**config.mk**
```make
export PLATFORM = sky130hd
export DESIGN_NAME = frame_animation_timer
export DESIGN_NICKNAME = d
export VERILOG_FILES = /design/src/design/fab_pkg.sv /design/src/design/fab_front.sv /design/src/design/fab_queue.sv /design/src/design/fab_back.sv /design/src/design/frame_animation_timer.sv
export SDC_FILE = /design/constraint.sdc
export NUM_CORES = 1
export LEC_CHECK = 0
export BUFFER_PORTS_ARGS = -buffer_cell sky130_fd_sc_hd__buf_2
export CAP_MARGIN = 0
export CORE_ASPECT_RATIO = 0.8
export CORE_UTILIZATION = 45
export CTS_CLUSTER_DIAMETER = 30
export DETAILED_ROUTE_END_ITERATION = 12
export PLACE_DENSITY = 0.62
export SLEW_MARGIN = 20
export SYNTH_ARGS = -nofsm -noshare
export SYNTH_HDL_FRONTEND = slang
export SYNTH_SLANG_ARGS = --single-unit
```
**constraint.sdc**
```tcl
create_clock -name i_clk -period 5.2 [get_ports i_clk]
set_input_delay 0.52 -clock i_clk [delete_from_list [all_inputs] [get_ports i_clk]]
set_output_delay 0.52 -clock i_clk [all_outputs]
set_load 0.005 [all_outputs]
```
**src/design/fab_pkg.sv**
```systemverilog
// ----------------------------------------------------------------------------
// fab_pkg
// shared types, widths and codes of the frame animation timer
// ----------------------------------------------------------------------------
package fab_pkg;

    localparam int MAX_FRAMES = 16;
    localparam int IDX_W      = $clog2(MAX_FRAMES);
    localparam int CNT_W      = $clog2(MAX_FRAMES + 1);
    localparam int DUR_W      = 16;
    localparam int TOT_W      = DUR_W + IDX_W;
    localparam int ELAP_W     = 32;
    localparam int DIV_CNT_W  = $clog2(ELAP_W);
    localparam int STEP_W     = 10;
    localparam int FCNT_W     = 5;
    localparam int CFG_IDX_W  = 3;
    localparam int CFG_DATA_W = 16;

    typedef logic [1:0] t_op;

    localparam t_op OP_TICK    = 2'd0;
    localparam t_op OP_LOAD    = 2'd1;
    localparam t_op OP_RESTART = 2'd2;
    localparam t_op OP_STOP    = 2'd3;

    localparam logic [CFG_IDX_W-1:0] CFG_TICK_STEP   = 3'd0;
    localparam logic [CFG_IDX_W-1:0] CFG_FRAME_COUNT = 3'd1;
    localparam logic [CFG_IDX_W-1:0] CFG_REVERSE     = 3'd2;
    localparam logic [CFG_IDX_W-1:0] CFG_LOOP        = 3'd3;

    typedef struct packed {
        t_op              op;
        logic [IDX_W-1:0] idx;
        logic [DUR_W-1:0] dur;
        logic             arm;
    } t_cmd;

    typedef struct packed {
        logic [STEP_W-1:0] tick_step;
        logic [FCNT_W-1:0] frame_count;
        logic              reverse;
        logic              loop;
    } t_cfg;

endpackage

```
**src/design/fab_front.sv**
```systemverilog
// ----------------------------------------------------------------------------
// fab_front
// command intake: accepts a word and classifies it into a queue entry
// ----------------------------------------------------------------------------
module fab_front import fab_pkg::*; (
    input  logic             i_clk,
    input  logic             i_rst_n,
    input  logic             start,
    input  t_op              i_operation,
    input  logic [IDX_W-1:0] i_frame_index,
    input  logic [DUR_W-1:0] i_duration_ms,
    input  logic             i_arm_notice,
    input  logic             i_full,
    output logic             busy,
    output logic             o_push,
    output t_cmd             o_cmd
);

    logic r_rst_done;

    always_ff @(posedge i_clk) begin
        if (!i_rst_n) begin
            r_rst_done <= 1'b0;
        end else begin
            r_rst_done <= 1'b1;
        end
    end

    assign busy   = i_full | ~r_rst_done;
    assign o_push = start & ~busy;

    always_comb begin
        o_cmd     = '0;
        o_cmd.op  = i_operation;
        unique case (i_operation)
            OP_LOAD: begin
                o_cmd.idx = i_frame_index;
                o_cmd.dur = i_duration_ms;
            end
            OP_RESTART: begin
                o_cmd.arm = i_arm_notice;
            end
            default: begin
            end
        endcase
    end

endmodule

```
**src/design/fab_queue.sv**
```systemverilog
// ----------------------------------------------------------------------------
// fab_queue
// two-entry command queue between intake and execution
// ----------------------------------------------------------------------------
module fab_queue import fab_pkg::*; (
    input  logic i_clk,
    input  logic i_rst_n,
    input  logic i_push,
    input  t_cmd i_cmd,
    input  logic i_pop,
    output logic o_full,
    output logic o_empty,
    output t_cmd o_cmd
);

    t_cmd       r_mem [2];
    logic       r_wr;
    logic       r_rd;
    logic [1:0] r_cnt;
    logic       w_push;
    logic       w_pop;

    assign o_full  = (r_cnt == 2'd2);
    assign o_empty = (r_cnt == 2'd0);
    assign o_cmd   = r_mem[r_rd];
    assign w_push  = i_push & ~o_full;
    assign w_pop   = i_pop & ~o_empty;

    always_ff @(posedge i_clk) begin
        if (w_push) begin
            r_mem[r_wr] <= i_cmd;
        end
    end

    always_ff @(posedge i_clk) begin
        if (!i_rst_n) begin
            r_wr  <= 1'b0;
            r_rd  <= 1'b0;
            r_cnt <= 2'd0;
        end else begin
            if (w_push) begin
                r_wr <= ~r_wr;
            end
            if (w_pop) begin
                r_rd <= ~r_rd;
            end
            r_cnt <= r_cnt + {1'b0, w_push} - {1'b0, w_pop};
        end
    end

endmodule

```
**src/design/fab_back.sv**
```systemverilog
// ----------------------------------------------------------------------------
// fab_back
// command execution: timer state, duration table, total sum, modulo, frame walk
// ----------------------------------------------------------------------------
module fab_back import fab_pkg::*; (
    input  logic             i_clk,
    input  logic             i_rst_n,
    input  t_cfg             i_cfg,
    input  logic             i_empty,
    input  t_cmd             i_cmd,
    output logic             o_pop,
    output logic             o_strobe,
    output logic [IDX_W-1:0] o_current_frame,
    output logic             o_done_res,
    output logic             o_notice,
    output logic             o_running
);

    localparam logic [2:0] S_IDLE  = 3'd0;
    localparam logic [2:0] S_EXEC  = 3'd1;
    localparam logic [2:0] S_SUM   = 3'd2;
    localparam logic [2:0] S_CHECK = 3'd3;
    localparam logic [2:0] S_FRAME = 3'd4;
    localparam logic [2:0] S_DIV   = 3'd5;
    localparam logic [2:0] S_WALK  = 3'd6;

    localparam logic [DIV_CNT_W-1:0] DIV_LAST = DIV_CNT_W'(ELAP_W - 1);

    logic [2:0]           r_state, n_state;
    t_cmd                 r_cmd, n_cmd;
    logic [ELAP_W-1:0]    r_elapsed, n_elapsed;
    logic                 r_run, n_run;
    logic                 r_armed, n_armed;
    logic [DUR_W-1:0]     r_table [MAX_FRAMES];
    logic [TOT_W-1:0]     r_total, n_total;
    logic [IDX_W-1:0]     r_frame, n_frame;
    logic [IDX_W-1:0]     r_cnt, n_cnt;
    logic                 r_fired, n_fired;
    logic                 r_done, n_done;
    logic [DIV_CNT_W-1:0] r_div_cnt, n_div_cnt;
    logic [ELAP_W-1:0]    r_dvd, n_dvd;
    logic [TOT_W-1:0]     r_rem, n_rem;
    logic                 r_div_note, n_div_note;
    logic                 r_strobe, n_strobe;

    logic [FCNT_W-1:0]    w_n;
    logic [IDX_W-1:0]     w_last;
    logic [DUR_W-1:0]     w_d;
    logic                 w_done;
    logic [TOT_W:0]       w_trial;
    logic                 w_trial_ge;
    logic [TOT_W-1:0]     w_rem_next;
    logic                 w_walk_ge;
    logic                 w_tbl_we;

    always_comb begin
        w_n = i_cfg.frame_count;
        if (w_n == '0) begin
            w_n = FCNT_W'(1);
        end else if (w_n > FCNT_W'(MAX_FRAMES)) begin
            w_n = FCNT_W'(MAX_FRAMES);
        end
    end

    assign w_last     = IDX_W'(w_n - FCNT_W'(1));
    assign w_d        = r_table[r_frame];
    assign w_done     = (r_elapsed >= ELAP_W'(r_total));
    assign w_trial    = {r_rem, r_dvd[ELAP_W-1]};
    assign w_trial_ge = (w_trial >= {1'b0, r_total});
    assign w_rem_next = w_trial_ge ? TOT_W'(w_trial - {1'b0, r_total}) : w_trial[TOT_W-1:0];
    assign w_walk_ge  = (r_rem >= TOT_W'(w_d));
    assign w_tbl_we   = (r_state == S_EXEC) && (r_cmd.op == OP_LOAD);

    assign o_pop           = (r_state == S_IDLE) && !i_empty;
    assign o_strobe        = r_strobe;
    assign o_current_frame = r_frame;
    assign o_done_res      = r_done;
    assign o_notice        = r_fired;
    assign o_running       = r_run;

    always_comb begin
        n_state    = r_state;
        n_cmd      = r_cmd;
        n_elapsed  = r_elapsed;
        n_run      = r_run;
        n_armed    = r_armed;
        n_total    = r_total;
        n_frame    = r_frame;
        n_cnt      = r_cnt;
        n_fired    = r_fired;
        n_done     = r_done;
        n_div_cnt  = r_div_cnt;
        n_dvd      = r_dvd;
        n_rem      = r_rem;
        n_div_note = r_div_note;
        n_strobe   = 1'b0;
        unique case (r_state)
            S_IDLE: begin
                if (!i_empty) begin
                    n_cmd   = i_cmd;
                    n_state = S_EXEC;
                end
            end
            S_EXEC: begin
                n_fired = 1'b0;
                n_frame = '0;
                n_total = '0;
                unique case (r_cmd.op)
                    OP_TICK: begin
                        if (r_run) begin
                            n_elapsed = r_elapsed + ELAP_W'(i_cfg.tick_step);
                        end
                    end
                    OP_RESTART: begin
                        n_armed   = r_cmd.arm;
                        n_elapsed = '0;
                        n_run     = 1'b1;
                    end
                    OP_STOP: begin
                        n_run = 1'b0;
                    end
                    default: begin
                    end
                endcase
                n_state = S_SUM;
            end
            S_SUM: begin
                n_total = r_total + TOT_W'(w_d);
                n_frame = r_frame + IDX_W'(1);
                if (r_frame == w_last) begin
                    n_state = S_CHECK;
                end
            end
            S_CHECK: begin
                n_state = S_FRAME;
                if (r_cmd.op == OP_TICK && r_run && r_armed && w_done) begin
                    n_fired = 1'b1;
                    n_armed = 1'b0;
                    if (r_total == '0) begin
                        n_elapsed = '0;
                    end else begin
                        n_dvd      = r_elapsed;
                        n_rem      = '0;
                        n_div_cnt  = '0;
                        n_div_note = 1'b1;
                        n_state    = S_DIV;
                    end
                end
            end
            S_FRAME: begin
                n_done = w_done;
                if (!i_cfg.loop && w_done) begin
                    n_frame  = w_last;
                    n_strobe = 1'b1;
                    n_state  = S_IDLE;
                end else if (r_total == '0) begin
                    n_frame  = '0;
                    n_strobe = 1'b1;
                    n_state  = S_IDLE;
                end else if (w_done) begin
                    n_dvd      = r_elapsed;
                    n_rem      = '0;
                    n_div_cnt  = '0;
                    n_div_note = 1'b0;
                    n_state    = S_DIV;
                end else begin
                    n_rem   = r_elapsed[TOT_W-1:0];
                    n_frame = i_cfg.reverse ? w_last : '0;
                    n_cnt   = '0;
                    n_state = S_WALK;
                end
            end
            S_DIV: begin
                n_rem     = w_rem_next;
                n_dvd     = {r_dvd[ELAP_W-2:0], 1'b0};
                n_div_cnt = r_div_cnt + DIV_CNT_W'(1);
                if (r_div_cnt == DIV_LAST) begin
                    if (r_div_note) begin
                        n_elapsed = ELAP_W'(w_rem_next);
                        n_state   = S_FRAME;
                    end else begin
                        n_frame = i_cfg.reverse ? w_last : '0;
                        n_cnt   = '0;
                        n_state = S_WALK;
                    end
                end
            end
            S_WALK: begin
                if (w_walk_ge) begin
                    n_rem   = r_rem - TOT_W'(w_d);
                    n_frame = i_cfg.reverse ? r_frame - IDX_W'(1) : r_frame + IDX_W'(1);
                    n_cnt   = r_cnt + IDX_W'(1);
                    if (r_cnt == w_last) begin
                        n_strobe = 1'b1;
                        n_state  = S_IDLE;
                    end
                end else begin
                    n_strobe = 1'b1;
                    n_state  = S_IDLE;
                end
            end
            default: begin
                n_state = S_IDLE;
            end
        endcase
    end

    always_ff @(posedge i_clk) begin
        if (!i_rst_n) begin
            r_state   <= S_IDLE;
            r_elapsed <= '0;
            r_run     <= 1'b0;
            r_armed   <= 1'b0;
            r_strobe  <= 1'b0;
            r_fired   <= 1'b0;
            for (int i = 0; i < MAX_FRAMES; i++) begin
                r_table[i] <= '0;
            end
        end else begin
            r_state   <= n_state;
            r_elapsed <= n_elapsed;
            r_run     <= n_run;
            r_armed   <= n_armed;
            r_strobe  <= n_strobe;
            r_fired   <= n_fired;
            if (w_tbl_we) begin
                r_table[r_cmd.idx] <= r_cmd.dur;
            end
        end
    end

    always_ff @(posedge i_clk) begin
        r_cmd      <= n_cmd;
        r_total    <= n_total;
        r_frame    <= n_frame;
        r_cnt      <= n_cnt;
        r_done     <= n_done;
        r_div_cnt  <= n_div_cnt;
        r_dvd      <= n_dvd;
        r_rem      <= n_rem;
        r_div_note <= n_div_note;
    end

endmodule

```
**src/design/frame_animation_timer.sv**
```systemverilog
// ----------------------------------------------------------------------------
// frame_animation_timer
// frame sequencer for one animation with a duration table and completion notice
// ----------------------------------------------------------------------------
// A command word is taken when start is high and busy is low; up to two words
// queue ahead of execution. Each word gives exactly one result, shown for one
// cycle with o_strobe; the receiver cannot stall it. Execution forms the total
// sum over the N frames in use, then may run a bit-serial modulo of the elapsed
// time (at most one per word, when looping past the end or on the notice),
// then a frame walk over up to N frames; the result word is registered.
// Busy is also high for the first cycle after reset. Configuration writes are
// always ready; they are to apply while idle, so the user must write them only
// while idle; the block itself does not enforce this.
module frame_animation_timer import fab_pkg::*; (
    input  logic                  i_clk,
    input  logic                  i_rst_n,
    input  logic                  start,
    output logic                  busy,
    input  logic [1:0]            i_operation,
    input  logic [IDX_W-1:0]      i_frame_index,
    input  logic [DUR_W-1:0]      i_duration_ms,
    input  logic                  i_arm_notice,
    output logic                  o_strobe,
    output logic [IDX_W-1:0]      o_current_frame,
    output logic                  o_done_res,
    output logic                  o_notice,
    output logic                  o_running,
    input  logic                  i_cfg_valid,
    output logic                  o_cfg_ready,
    input  logic [CFG_IDX_W-1:0]  i_cfg_index,
    input  logic [CFG_DATA_W-1:0] i_cfg_data
);

    t_cfg r_cfg;
    logic w_full;
    logic w_empty;
    logic w_push;
    logic w_pop;
    t_cmd w_front_cmd;
    t_cmd w_back_cmd;

    assign o_cfg_ready = 1'b1;

    always_ff @(posedge i_clk) begin
        if (!i_rst_n) begin
            r_cfg.tick_step   <= STEP_W'(16);
            r_cfg.frame_count <= FCNT_W'(1);
            r_cfg.reverse     <= 1'b0;
            r_cfg.loop        <= 1'b1;
        end else if (i_cfg_valid) begin
            unique case (i_cfg_index)
                CFG_TICK_STEP:   r_cfg.tick_step   <= i_cfg_data[STEP_W-1:0];
                CFG_FRAME_COUNT: r_cfg.frame_count <= i_cfg_data[FCNT_W-1:0];
                CFG_REVERSE:     r_cfg.reverse     <= i_cfg_data[0];
                CFG_LOOP:        r_cfg.loop        <= i_cfg_data[0];
                default: begin
                end
            endcase
        end
    end

    fab_front u_front (
        .i_clk         (i_clk),
        .i_rst_n       (i_rst_n),
        .start         (start),
        .i_operation   (i_operation),
        .i_frame_index (i_frame_index),
        .i_duration_ms (i_duration_ms),
        .i_arm_notice  (i_arm_notice),
        .i_full        (w_full),
        .busy          (busy),
        .o_push        (w_push),
        .o_cmd         (w_front_cmd)
    );

    fab_queue u_queue (
        .i_clk   (i_clk),
        .i_rst_n (i_rst_n),
        .i_push  (w_push),
        .i_cmd   (w_front_cmd),
        .i_pop   (w_pop),
        .o_full  (w_full),
        .o_empty (w_empty),
        .o_cmd   (w_back_cmd)
    );

    fab_back u_back (
        .i_clk           (i_clk),
        .i_rst_n         (i_rst_n),
        .i_cfg           (r_cfg),
        .i_empty         (w_empty),
        .i_cmd           (w_back_cmd),
        .o_pop           (w_pop),
        .o_strobe        (o_strobe),
        .o_current_frame (o_current_frame),
        .o_done_res      (o_done_res),
        .o_notice        (o_notice),
        .o_running       (o_running)
    );

endmodule
```
==> Word-level counts from Yosys, hierarchy flattened <==
Memories as Yosys holds them, arrays and structs flattened. A register that Yosys moved wholly into a read port is not among the register bits.
Cells that the tools add are included.
{ "word_totals": {"output_inout_bits": 10, "ram_bits": 302, "reg_bits": 148, "n_memories": 2, "in_bits": 46, "elab_cells": 212} }
{ "op_classes": {"n_reduce_logical": 39, "n_eq_ne": 36, "muxes": 88, "bitwise_logic": 10, "order_cmp": 4, "add_sub_neg": 11} }
{ "memory_table": {"columns": ["memory", "words", "word_bits", "read_ports", "rd_clocked_by_memory_dff", "write_ports", "line_no", "text"], "rows": [
  ["u_back.r_table", 16, 16, 1, 1, 16, "fab_back.sv:34", "logic [DUR_W-1:0] r_table [MAX_FRAMES];"],
  ["u_queue.r_mem", 2, 23, 1, 1, 1, "fab_queue.sv:16", "t_cmd r_mem [2];"]
]} }
{ "ops": {"columns": ["op", "count"], "rows": [
  ["$mux W32", 10],
  ["$pmux W32 S3", 2],
  ["$mux W20", 8],
  ["$pmux W20 S4", 1],
  ["$mux W4", 18],
  ["$pmux W32 S2", 1],
  ["$pmux W20 S2", 1],
  ["$add A32 B10 Y32", 1],
  ["$ge A32 B20 Y1", 1],
  ["$mux W5", 5],
  ["$mux W3", 8],
  ["$mux W1", 22],
  ["$ge A21 B20 Y1", 1],
  ["$pmux W3 S7", 1],
  ["$add A20 B16 Y20", 1],
  ["$ge A20 B16 Y1", 1],
  ["$logic_not A20 Y1", 1],
  ["$pmux W4 S5", 1],
  ["$sub A20 B16 Y20", 1],
  ["$sub A20 B20 Y20", 1],
  ["$reduce_and A6 Y1", 3],
  ["$mux W16", 1],
  ["$reduce_or A16 Y1", 1],
  ["$pmux W5 S3", 1],
  ["38 further kinds", 96]
]} }

==> Depth between registers and ports, before layout <==
Gate-level depths: netlist of run 1.
{ "depth": {"ltp_word": 10, "ltp_mapped": 15, "mapped_depth_nobuf": 13} }

==> By module <==
Synthesis of run 1 repeated with hierarchy kept, for this count alone.
{ "hier_totals": {"hier_cells": 2097, "hier_area_um2": 25263.0} }
{ "by_module_without_submodules": {"columns": ["module", "seq_area_each_um2", "n_inst", "area_each_um2", "cells_per_inst"], "rows": [
  ["fab_back", 11851.4, 1, 22355.2, 1894],
  ["fab_queue", 1481.4, 1, 1916.8, 99],
  ["frame_animation_timer", 340.3, 1, 730.7, 74],
  ["fab_front", 20.0, 1, 260.2, 30]
]} }

==> Worst setup path before layout of run 1 <==
Ideal clock, no wire load.
{ "synth_path": {"kind": "reg-to-reg", "start": "register with a tool-made name", "end": "register u_back.r_rem[19], data pin", "t_required_ns": 4.932, "path_stages_with_launch": 15, "arrival_ns": 4.096, "n_path_buf": 2, "setup_ns": 0.268, "period_less_slack_ns": 4.364, "slack_ns": 0.836, "path_cell_list": "dfxtp_1 buf_2 buf_1 mux4_2 mux4_2 inv_1 ha_1 nor2b_1 o31a_1 o41ai_2 a311oi_1 o31a_1 o211a_1 a211oi_1 o21ai_0"} }
{ "synth_rtl": {"columns": ["element", "line_no", "text"], "rows": [
  ["to (signal assigned)", "fab_back.sv:240", "r_rem <= n_rem;"],
  ["to (decl)", "fab_back.sv:42", "logic [TOT_W-1:0] r_rem, n_rem;"]
]} }

==> metrics.md, run 1 <==
| Metric | Value |
|---|---|
| Status | `finished, final reports clean` |
| Dpl hpwl | `43.4 mm` |
| Post-CTS Resized | `0` |
| Synth area leaders | `edfxtp_1, mux4_2, and2_1` |
| Worst Path Max Fanout | `27` |
| Syn_area_per_cell | `12.1 µm²` |
| Peak supply drop | `0.298 mV` |
| Buffer count from post-CTS setup fixing | `0` |
| FP Rows | `77` |
| GRT Total Usage | `22.8%` |
| Unrepaired setup endpoints after global routing | `false` |
| Share of layout cells above drive strength 1 | `18.0%` |
| Synth Instances | `2092` |
| Die area | `0.0571 mm²` |
| Die height | `214 µm` |
| Final TNS setup | `0 ns` |
| Slew Viols, Final | `0` |
| Sw Ratio | `34.9%` |
| Root Driver | `clkbuf_16` |
| I/O pin total | `56` |
| Critical path class | `reg -> reg` |
| Initial drt markers | `1487` |
| CTS Buf Count | `91` |
| First-pass GRT wire length | `98.0 mm` |
| Shortest period the worst path allows | `4.84 ns` |
| Initial core utilization | `45.7%` |
| Clk Latency, worst-skew pair | `0.64 ns` |
| Htree depth | `3` |
| Critical path required time | `5.72 ns` |
| Headroom to the max-slew limit | `25.7%` |
| Final Setup Violations | `0` |
| Unique masters post-synth | `88` |
| Hold crit path type | `in -> reg` |
| Die width | `267 µm` |
| Largest area contributor in the netlist | `edfxtp_1` |
| Drt pass-1 iters | `6` |
| Synth Flop Type | `edfxtp_1` |
| CTS sink cnt | `477` |
| Place WS | `0.424 ns` |
| Logic pwr share | `32.8%` |
| Startpoint Class | `register` |
| Fin nets | `2307` |
| Drt wl/cell | `21.3 µm` |
| Clk pwr share | `36.2%` |
| Fmax | `207 MHz` |
| Sequential share of power | `31.1%` |
| Sequential fraction of the synthesis area | `54.2%` |
| Post-route ant nets | `0` |
| Commonest cells post-synth | `edfxtp_1, and2_1, nand2_1` |
| DRC viols | `0` |
| P per Cell Area | `566 mW/mm²` |
| Post-route setup slack | `0.362 ns` |
| Core area | `0.0553 mm²` |
| CP Capture Type | `register` |
| Clock skew | `0.0492 ns` |
| Synth Register Bits | `477` |
| Area Growth Syn to Fin | `17.0%` |
| EDFF count, synth | `412` |
| GRT overflow | `0` |
| Hold Vio Cnt, Final | `0` |
| Switching power | `5840 µW` |
| Number of global-route vias before repair | `16636` |
| CP arrival | `5.36 ns` |
| Worst R2R Setup Slack | `0.36 ns` |
| Post-Route WL | `63.8 mm` |
| Leak Pwr | `0.0110 µW` |
| Clk pin slew, worst setup/hold paths | `0.05 ns` |
| # hold bufs at CTS | `0` |
| Post-synthesis async set-or-reset flop share | `0%` |
| Initial antenna violation count | `1` |
| Largest net degree at the start of global routing | `47` |
| Tcrit/Tclk final | `93.0%` |
| Port Buf Inserts | `48` |
| Maxcap violations | `0` |
| Routability congestion estimate | `0.907` |
| Via/cell ratio | `5.72` |
| Synthesized Nets | `2234` |
| Yosys top cell area share | `49.0%` |
| Vias after detailed routing | `17130` |
| Yosys warning total | `0` |
| Area of the mapped netlist | `0.0252 mm²` |
| Worst-Margin Slew | `1.11 ns` |
| Internal power | `10900 µW` |
| CTS Buffer Depth | `3` |
| CTS tree | `done` |
| N_diodes | `0` |
| Count leader, synth | `edfxtp_1` |
==> stage by stage <==
step                      cells  instance area, µm²  hold slack [ns]  power (µW)  util [%]
after floorplan            2092               25200            0.441        8990         -
after global placement     2822               26300            0.467       10600      47.6
after detailed placement   2822               26300            0.482       10700      47.6
after CTS                  2994               29500           0.0706       16800      53.4
after global routing       2994               29500           0.0837       17500      53.4
final                      2994               29500            0.103       16700      53.4
==> cell families after synthesis <==
group                    Yosys count  share of synthesized area (%)
other                              1                         0.0149
multiplexers                     124                           9.00
buffers and inverters            182                           2.97
flip-flops                       477                           54.2
AO/OA/AOI/OAI                    386                           10.7
XOR/XNOR                          67                           2.32
adder cells (fa/ha/maj)           96                           4.88
AND/OR/NAND/NOR                  759                           16.0
==> power by group through the flow <==
stage	clock network [µW]	logic (µW)	registers [µW]
final	6050	5480	5190
after global routing	6310	5950	5260
after CTS	6130	5450	5200
after detailed placement	0	5400	5260
after global placement	0	5330	5240
after floorplan	0	4100	4890
==> critical path, cell delays in order (launching register included) <==
cell	delay [ns]
dfxtp_4	0.50
buf_12	0.28
mux4_2	0.59
mux4_2	0.57
inv_1	0.09
ha_1	0.23
a21o_1	0.15
a21o_1	0.11
a21oi_1	0.06
o21ai_0	0.81
nor3_1	0.20
a22o_1	0.37
nor3_4	0.33
mux2_2	0.38
==> final cells by class <==
cell class / instances / area, µm²
clock inverters: 62 / 788
inverters: 74 / 278
clock buffers: 110 / 2420
flip-flops and latches: 477 / 13700
repair buffers: 88 / 578
multi-input cells: 1433 / 10900
well taps: 750 / 938
fillers: 4768 / 25800
==> cell usage in the layout (no fill, tap or decap), types with 12 or more instances in the layout <==
cell and n:
edfxtp_1 412, and2_1 282, nand2_1 196, clkbuf_16 93, ha_1 92, a21oi_1 81, mux4_2 80, nor2_1 79
inv_1 73, dfxtp_1 62, o21ai_0 60, buf_2 48, buf_4 37, xnor2_1 36, nand3_1 32, xor2_1 31
nor3_1 29, a21o_1 26, and3_1 25, mux2_2 25, o211ai_1 23, a211oi_1 23, a31oi_1 21, clkinv_2 21
mux2i_1 19, nand2b_1 18, or3_1 16, nor2b_1 16, o21a_1 16, nor4_1 15, o21ai_1 15, o31ai_1 15
clkbuf_1 14, bufinv_16 13, nor2_2 12
==> per-layer routing <==
layer	track usage, %	vias to the layer above	part of all wire (%)
met5	0	-	0
met4	7.91	0	2.8
met3	4.52	127	6.8
met2	35.8	603	46
met1	31.6	8389	44
li1	-	8011	-
==> sequential cells by signal (all words and copies together), names as in the netlist, named ones only <==
name and count:
u_back.o_running 1, u_back.o_current_frame 4, u_back.o_notice 1, u_back.r_elapsed 32
u_back.r_dvd 32, u_front.r_rst_done 1, u_back.r_total 20, u_back.r_cnt 4
u_back.r_state 3, u_back.r_table 256, u_queue.r_cnt 2, u_queue.r_mem 46
u_back.r_cmd 23, u_back.o_done_res 1, u_queue.r_rd 1, u_back.r_div_note 1
u_back.r_div_cnt 5, u_back.r_rem 20, u_queue.r_wr 1, u_back.o_strobe 1
r_cfg 17, u_back.r_armed 1
==> path summary, 6_finish.rpt <==
path	start	to	depth (start not counted)
worst max register to register	register	register	13
worst min-delay path	i_operation[0]	u_queue.r_mem[1][21]	1
worst max-delay path	register	register	13
worst min register to register	u_back.r_armed	u_back.r_armed	2
(Power assumes the default switching activity.)
==> inputs of run 2 (changes only) <==
- CORE_UTILIZATION: 45 -> 50
- PLACE_DENSITY: 0.62 -> 0.67
==> metrics.md, run 2 (same netlist as run 1, synthesis figures left out) <==
| Metric | Value |
|---|---|
| Status | `finished, final reports clean` |
| Worst Path Max Fanout | `18 (-33%)` |
| Leak Pwr | `0.0111 µW (+0.39%)` |
| GRT overflow | `0 (unchanged)` |
| Post-Route WL | `64.2 mm (+0.61%)` |
| Fillers | `3940 (-17%)` |
| Port Buf Inserts | `48 (unchanged)` |
| Max reg flops | `256 (unchanged)` |
| Core Util, Final | `59.4% (+6.0 points)` |
| Number of global-route vias before repair | `17024 (+2.3%)` |
| Share of layout cells above drive strength 1 | `18.0% (+0.049 points)` |
| Drt pass-1 iters | `5 (-1)` |
| Core area | `0.0498 mm² (-10%)` |
| # hold bufs at CTS | `0 (unchanged)` |
| Final Setup Violations | `0 (unchanged)` |
| Tcrit/Tclk final | `89.8% (-3.2 points)` |
| Largest net degree at the start of global routing | `47 (unchanged)` |
| Hold Vio Cnt, Final | `0 (unchanged)` |
| Startpoint Class | `register` |
| Headroom to the max-slew limit | `22.6% (-3.1 points)` |
| CP Cell Sequence | `buf_4 -> mux4_2 -> mux4_2 -> inv_1 -> ha_1 -> a21o_1 -> a21oi_1 -> o21ai_0 -> nor3_1 -> a22o_1 -> nor3_4 -> mux2_2` |
| Largest Register | `u_back.r_table` |
| Maxcap violations | `0 (unchanged)` |
| CTS Buffer Depth | `3 (unchanged)` |
| CTS sink cnt | `477 (unchanged)` |
| Critical path required time | `5.71 ns (about the same)` |
| Vias after detailed routing | `17236 (+0.62%)` |
| Die width | `253 µm (-5.1%)` |
| Hold crit path type | `in -> reg` |
| Slew Viols, Final | `0 (unchanged)` |
| Internal power | `11000 µW (+0.81%)` |
| FP Rows | `73 (-5.2%)` |
| Post-CTS Resized | `0 (unchanged)` |
| CTS tree | `done` |
| Switching power | `5790 µW (-0.87%)` |
| Clk pwr share | `36.5% (+0.3 points)` |
| Multi-input combinational cell area | `0.0109 mm² (unchanged)` |
| Post-route ant nets | `0 (unchanged)` |
| Clk pin slew, worst setup/hold paths | `0.05 ns (about the same)` |
| Reg area | `0.0137 mm² (unchanged)` |
| Drt wl/cell | `21.9 µm (+3.0%)` |
| CP Capture Type | `register` |
| First-pass GRT wire length | `98.5 mm (+0.58%)` |
| Sw Ratio | `34.5% (-0.38 points)` |
| P per Cell Area | `567 mW/mm² (+0.16%)` |
| CTS Buf Count | `92 (+1.1%)` |
| Total power | `16800 µW (+0.23%)` |
| Dpl hpwl | `43.0 mm (-0.91%)` |
| DRC viols | `0 (unchanged)` |
| Critical path class | `reg -> reg` |
| Unrepaired setup endpoints after global routing | `false` |
| Initial core utilization | `50.7% (+5.1 points)` |
| Worst R2R Setup Slack | `0.53 ns (+0.17 ns)` |
| Most common cell after layout, fill and taps aside | `edfxtp_1` |
| Root Driver | `clkbuf_16` |
| Met2 WL | `30.0 mm (+2.4%)` |
| Worst path slowest cell | `o21ai_0` |
| I/O pin total | `56 (unchanged)` |
| Logic pwr share | `32.6% (-0.2 points)` |
| Worst-Margin Slew | `1.16 ns (+0.0508 ns)` |
| Clock skew | `0.0460 ns (-0.00327 ns)` |
| Commonest non-fill, non-tap cells in the layout | `edfxtp_1, and2_1, nand2_1` |
| Shortest period the worst path allows | `4.67 ns (-0.166 ns)` |
| Regs by FF count | `u_back.r_table: 256 flops, u_queue.r_mem: 46 flops` |
| Clk Latency, worst-skew pair | `0.64 ns (about the same)` |
| M1 WL | `28.1 mm (-1.1%)` |
| GRT Total Usage | `25.4% (+2.6 points)` |
| Buffer count from post-CTS setup fixing | `0 (unchanged)` |
| Routability congestion estimate | `0.881 (-2.8%)` |
| Sequential share of power | `30.8% (-0.3 points)` |
| Max incr delay on CP | `0.80 ns (about the same)` |
| Met3 routed wirelength | `4.35 mm (+0.93%)` |
| Fin nets | `2313 (+0.26%)` |
| Die area | `0.0514 mm² (-9.9%)` |
| Initial drt markers | `1600 (+7.6%)` |
| Area Growth Syn to Fin | `17.1% (about the same)` |
| Fmax | `214 MHz (+3.6%)` |
| Top sig layer | `met5` |
| Htree depth | `3 (unchanged)` |
| Initial antenna violation count | `5 (+4)` |
| CP arrival | `5.18 ns (-0.18 ns)` |
| Via/cell ratio | `5.89 (+3.0%)` |
| Peak supply drop | `0.371 mV (+25%)` |
| Final TNS setup | `0 ns (unchanged)` |
| Die height | `203 µm (-5.1%)` |
| N_diodes | `0 (unchanged)` |
| CP dominant cell by count | `mux4_2` |
## run 2: cell type report
class	instances	share of cell area (%)
inverters	74	0.940
well taps	675	2.86
clock buffers	115	8.43
repair buffers	93	2.16
clock inverters	57	2.60
flip-flops and latches	477	46.3
multi-input cells	1433	36.7
## run 2: metal layers
metal	vias up	global-route usage, %
li1	8016	-
met1	8552	34.9
met2	544	40.5
met3	122	5.15
met4	2	8.29
met5	-	0
## run 2: per-stage QoR
stage          setup slack (ns)  hold WS [ns]  instances  cell area [µm²]
2_1_floorplan             0.836         0.441       2092            25200
3_3_place_gp              0.612         0.467       2750            26200
3_5_place_dp              0.531         0.466       2750            26300
4_1_cts                   0.511        0.0692       2922            29500
5_1_grt                   0.344        0.0855       2924            29600
6_report                  0.529         0.104       2924            29600
## run 2: power by group through the flow
stage	logic (µW)	clock network (µW)	registers, µW
3_3_place_gp	5260	0	5210
6_report	5470	6120	5160
3_5_place_dp	5390	0	5230
2_1_floorplan	4100	0	4890
5_1_grt	5960	6390	5210
4_1_cts	5430	6200	5160
## run 2: final timing paths
path / startpoint / end / cells past startpoint
worst min register to register: r_cfg[10] / r_cfg[10] / 2
worst max register to register: register / register / 12
worst min-delay path: i_operation[0] / u_queue.r_mem[0][21] / 1
worst max-delay path: register / register / 12
## run 2: worst max-delay path: cells and delay by family, from the launching register on
kind                       cells  cell delay, ns
DFF                            1            0.39
adders and majority gates      1            0.23
AOI/OAI and AO/OA              4            1.39
and+or+nand+nor                2            0.50
muxes                          3            1.56
buffers and inverters          2            0.48
==> inputs of run 3 (changes only) <==
- clock period: 5.2 -> 4.33 ns (I/O delays scaled with it)
==> metrics.md, run 3 (same netlist as run 1, synthesis figures left out) <==
| Metric | Value |
|---|---|
| Leak Pwr | `0.0114 µW (+2.5%)` |
| Root Driver | `clkbuf_16` |
| Post-Route WL | `64.4 mm (+0.41%)` |
| DRC viols | `0 (unchanged)` |
| Clk Latency, worst-skew pair | `0.66 ns (+0.02 ns)` |
| Initial core utilization | `50.7% (unchanged)` |
| Shortest period the worst path allows | `4.20 ns (-0.468 ns)` |
| P per Cell Area | `682 mW/mm² (+20%)` |
| Worst Path Max Fanout | `14 (-4)` |
| Most common cell after layout, fill and taps aside | `edfxtp_1` |
| CTS sink cnt | `477 (unchanged)` |
| Clock skew | `0.0666 ns (+0.0207 ns)` |
| Share of layout cells above drive strength 1 | `20.3% (+2.3 points)` |
| Initial antenna violation count | `2 (-3)` |
| CP arrival | `4.47 ns (-0.71 ns)` |
| Core area | `0.0498 mm² (unchanged)` |
| Slew Viols, Final | `0 (unchanged)` |
| Post-route ant nets | `0 (unchanged)` |
| Largest Register | `u_back.r_table` |
| Initial drt markers | `1629 (+1.8%)` |
| Critical path required time | `4.60 ns (-1.11 ns)` |
| Hold crit path type | `in -> reg` |
| Die height | `203 µm (unchanged)` |
| Core Util, Final | `60.3% (+0.87 points)` |
| CTS tree | `done` |
| Number of global-route vias before repair | `17394 (+2.2%)` |
| Critical path class | `reg -> reg` |
| Maxcap violations | `0 (unchanged)` |
| Max reg flops | `256 (unchanged)` |
| Die area | `0.0514 mm² (unchanged)` |
| Vias after detailed routing | `17506 (+1.6%)` |
| Htree depth | `3 (unchanged)` |
| CP Capture Type | `register` |
| Via/cell ratio | `5.85 (-0.68%)` |
| Headroom to the max-slew limit | `30.3% (+7.8 points)` |
| First-pass GRT wire length | `99.0 mm (+0.48%)` |
| GRT overflow | `0 (unchanged)` |
| Area Growth Syn to Fin | `18.8%` |
| Final Setup Violations | `0 (unchanged)` |
| Total power | `20500 µW (+22%)` |
| Startpoint Class | `register` |
| Worst-Margin Slew | `1.04 ns (-0.121 ns)` |
| CTS Buffer Depth | `3 (unchanged)` |
| Worst R2R Setup Slack | `0.13 ns (-0.40 ns)` |
| Drt wl/cell | `21.5 µm (-1.8%)` |
| Tcrit/Tclk final | `97.1% (+7.2 points)` |
| GRT Total Usage | `25.5% (+0.060 points)` |
| Fin nets | `2383 (+3.0%)` |
| Regs by FF count | `u_back.r_table: 256 flops, u_queue.r_mem: 46 flops` |
| Unrepaired setup endpoints after global routing | `false` |
| Status | `finished, final reports clean` |
| Fmax | `238 MHz (+11%)` |
| Clk pin slew, worst setup/hold paths | `0.05 ns (about the same)` |
| Hold Vio Cnt, Final | `0 (unchanged)` |
| Dpl hpwl | `44.1 mm (+2.5%)` |
| Drt pass-1 iters | `6 (+1)` |
| FP Rows | `73 (unchanged)` |
| Largest net degree at the start of global routing | `47 (unchanged)` |
| Port Buf Inserts | `48 (unchanged)` |
| Commonest non-fill, non-tap cells in the layout | `edfxtp_1, and2_1, nand2_1` |
| Routability congestion estimate | `0.917 (+4.1%)` |
| Die width | `253 µm (unchanged)` |
| I/O pin total | `56 (unchanged)` |
| N_diodes | `0 (unchanged)` |
| Peak supply drop | `0.487 mV (+31%)` |
| CTS Buf Count | `89 (-3.3%)` |
[run 3: changes by cell type in the layout (fill, tap and decap cells not counted), moves of 4 or more]
cell,before,now
clkinv_1,5,9
inv_6,3,7
clkinvlp_4,10,16
clkbuf_16,95,91
nor2_2,10,3
buf_4,39,107
clkinv_4,5,9
nor2_1,81,88
clkbuf_8,4,0
clkbuf_1,16,6
[run 3: final timing paths]
| kind | end | depth (start not counted) | start |
|---|---|---|---|
| worst max register to register | u_back.r_cnt[1] | 12 | register |
| worst min register to register | u_back.r_dvd[7] | 2 | u_back.r_dvd[6] |
| worst max-delay path | u_back.r_cnt[1] | 12 | register |
| worst min-delay path | r_cfg[12] | 3 | i_cfg_data[5] |
[run 3: final cells by class]
| type | count | area [µm²] |
|---|---|---|
| clock buffer | 96 | 2270 |
| clock inverter | 69 | 801 |
| fill | 3914 | 19800 |
| inverter | 74 | 278 |
| multi-input combinational | 1433 | 10900 |
| sequential | 477 | 13700 |
| tap | 675 | 845 |
| timing repair buffer | 166 | 1250 |
[run 3: through the flow]
stage | setup WS, ns | hold slack (ns) | cell area (µm²) | TNS [ns] | instances
after floorplan | 0.0341 | 0.441 | 25300 | 0 | 2092
after global placement | 0.0291 | 0.467 | 26800 | 0 | 2818
after detailed placement | -0.00632 | 0.484 | 26800 | -0.00632 | 2818
after CTS | 0.0854 | 0.0185 | 29900 | 0 | 2985
after global routing | 0.00424 | 0.0412 | 30000 | 0 | 2990
final | 0.127 | 0.0472 | 30000 | 0 | 2990
[run 3: critical path, cell delays in order (launching register included)]
cell and delay (ns):
dfxtp_4 0.42, buf_16 0.20, buf_4 0.19, mux4_2 0.51
mux4_2 0.60, inv_1 0.10, ha_1 0.21, nand4_1 0.13
nor2_1 0.24, a211o_1 0.26, nor3_1 0.09, a22o_2 0.34
nor3_1 0.52
[run 3: metal layers]
| layer | vias up | part of all wire (%) | global-route usage, % |
|---|---|---|---|
| li1 | 8139 | - | - |
| met1 | 8660 | 43 | 34.2 |
| met2 | 590 | 47 | 41.2 |
| met3 | 117 | 6.2 | 4.58 |
| met4 | 0 | 3.2 | 9.89 |
| met5 | - | 0 | 0 |
[run 3: timing repair]
item                       CTS  global route
cloned                       0             1
gates resized for setup      1             7
setup endpoints to repair    2            21
hold endpoints to repair     4             0
hold buffers                 2             0
setup buffers                0             4
[run 3: power by group]
part | switching (µW) | total (µW) | internal [µW]
clock | 2510 | 6970 | 4460
combinational | 4070 | 7290 | 3210
sequential | 631 | 6210 | 5570
total | 7210 | 20500 | 13200
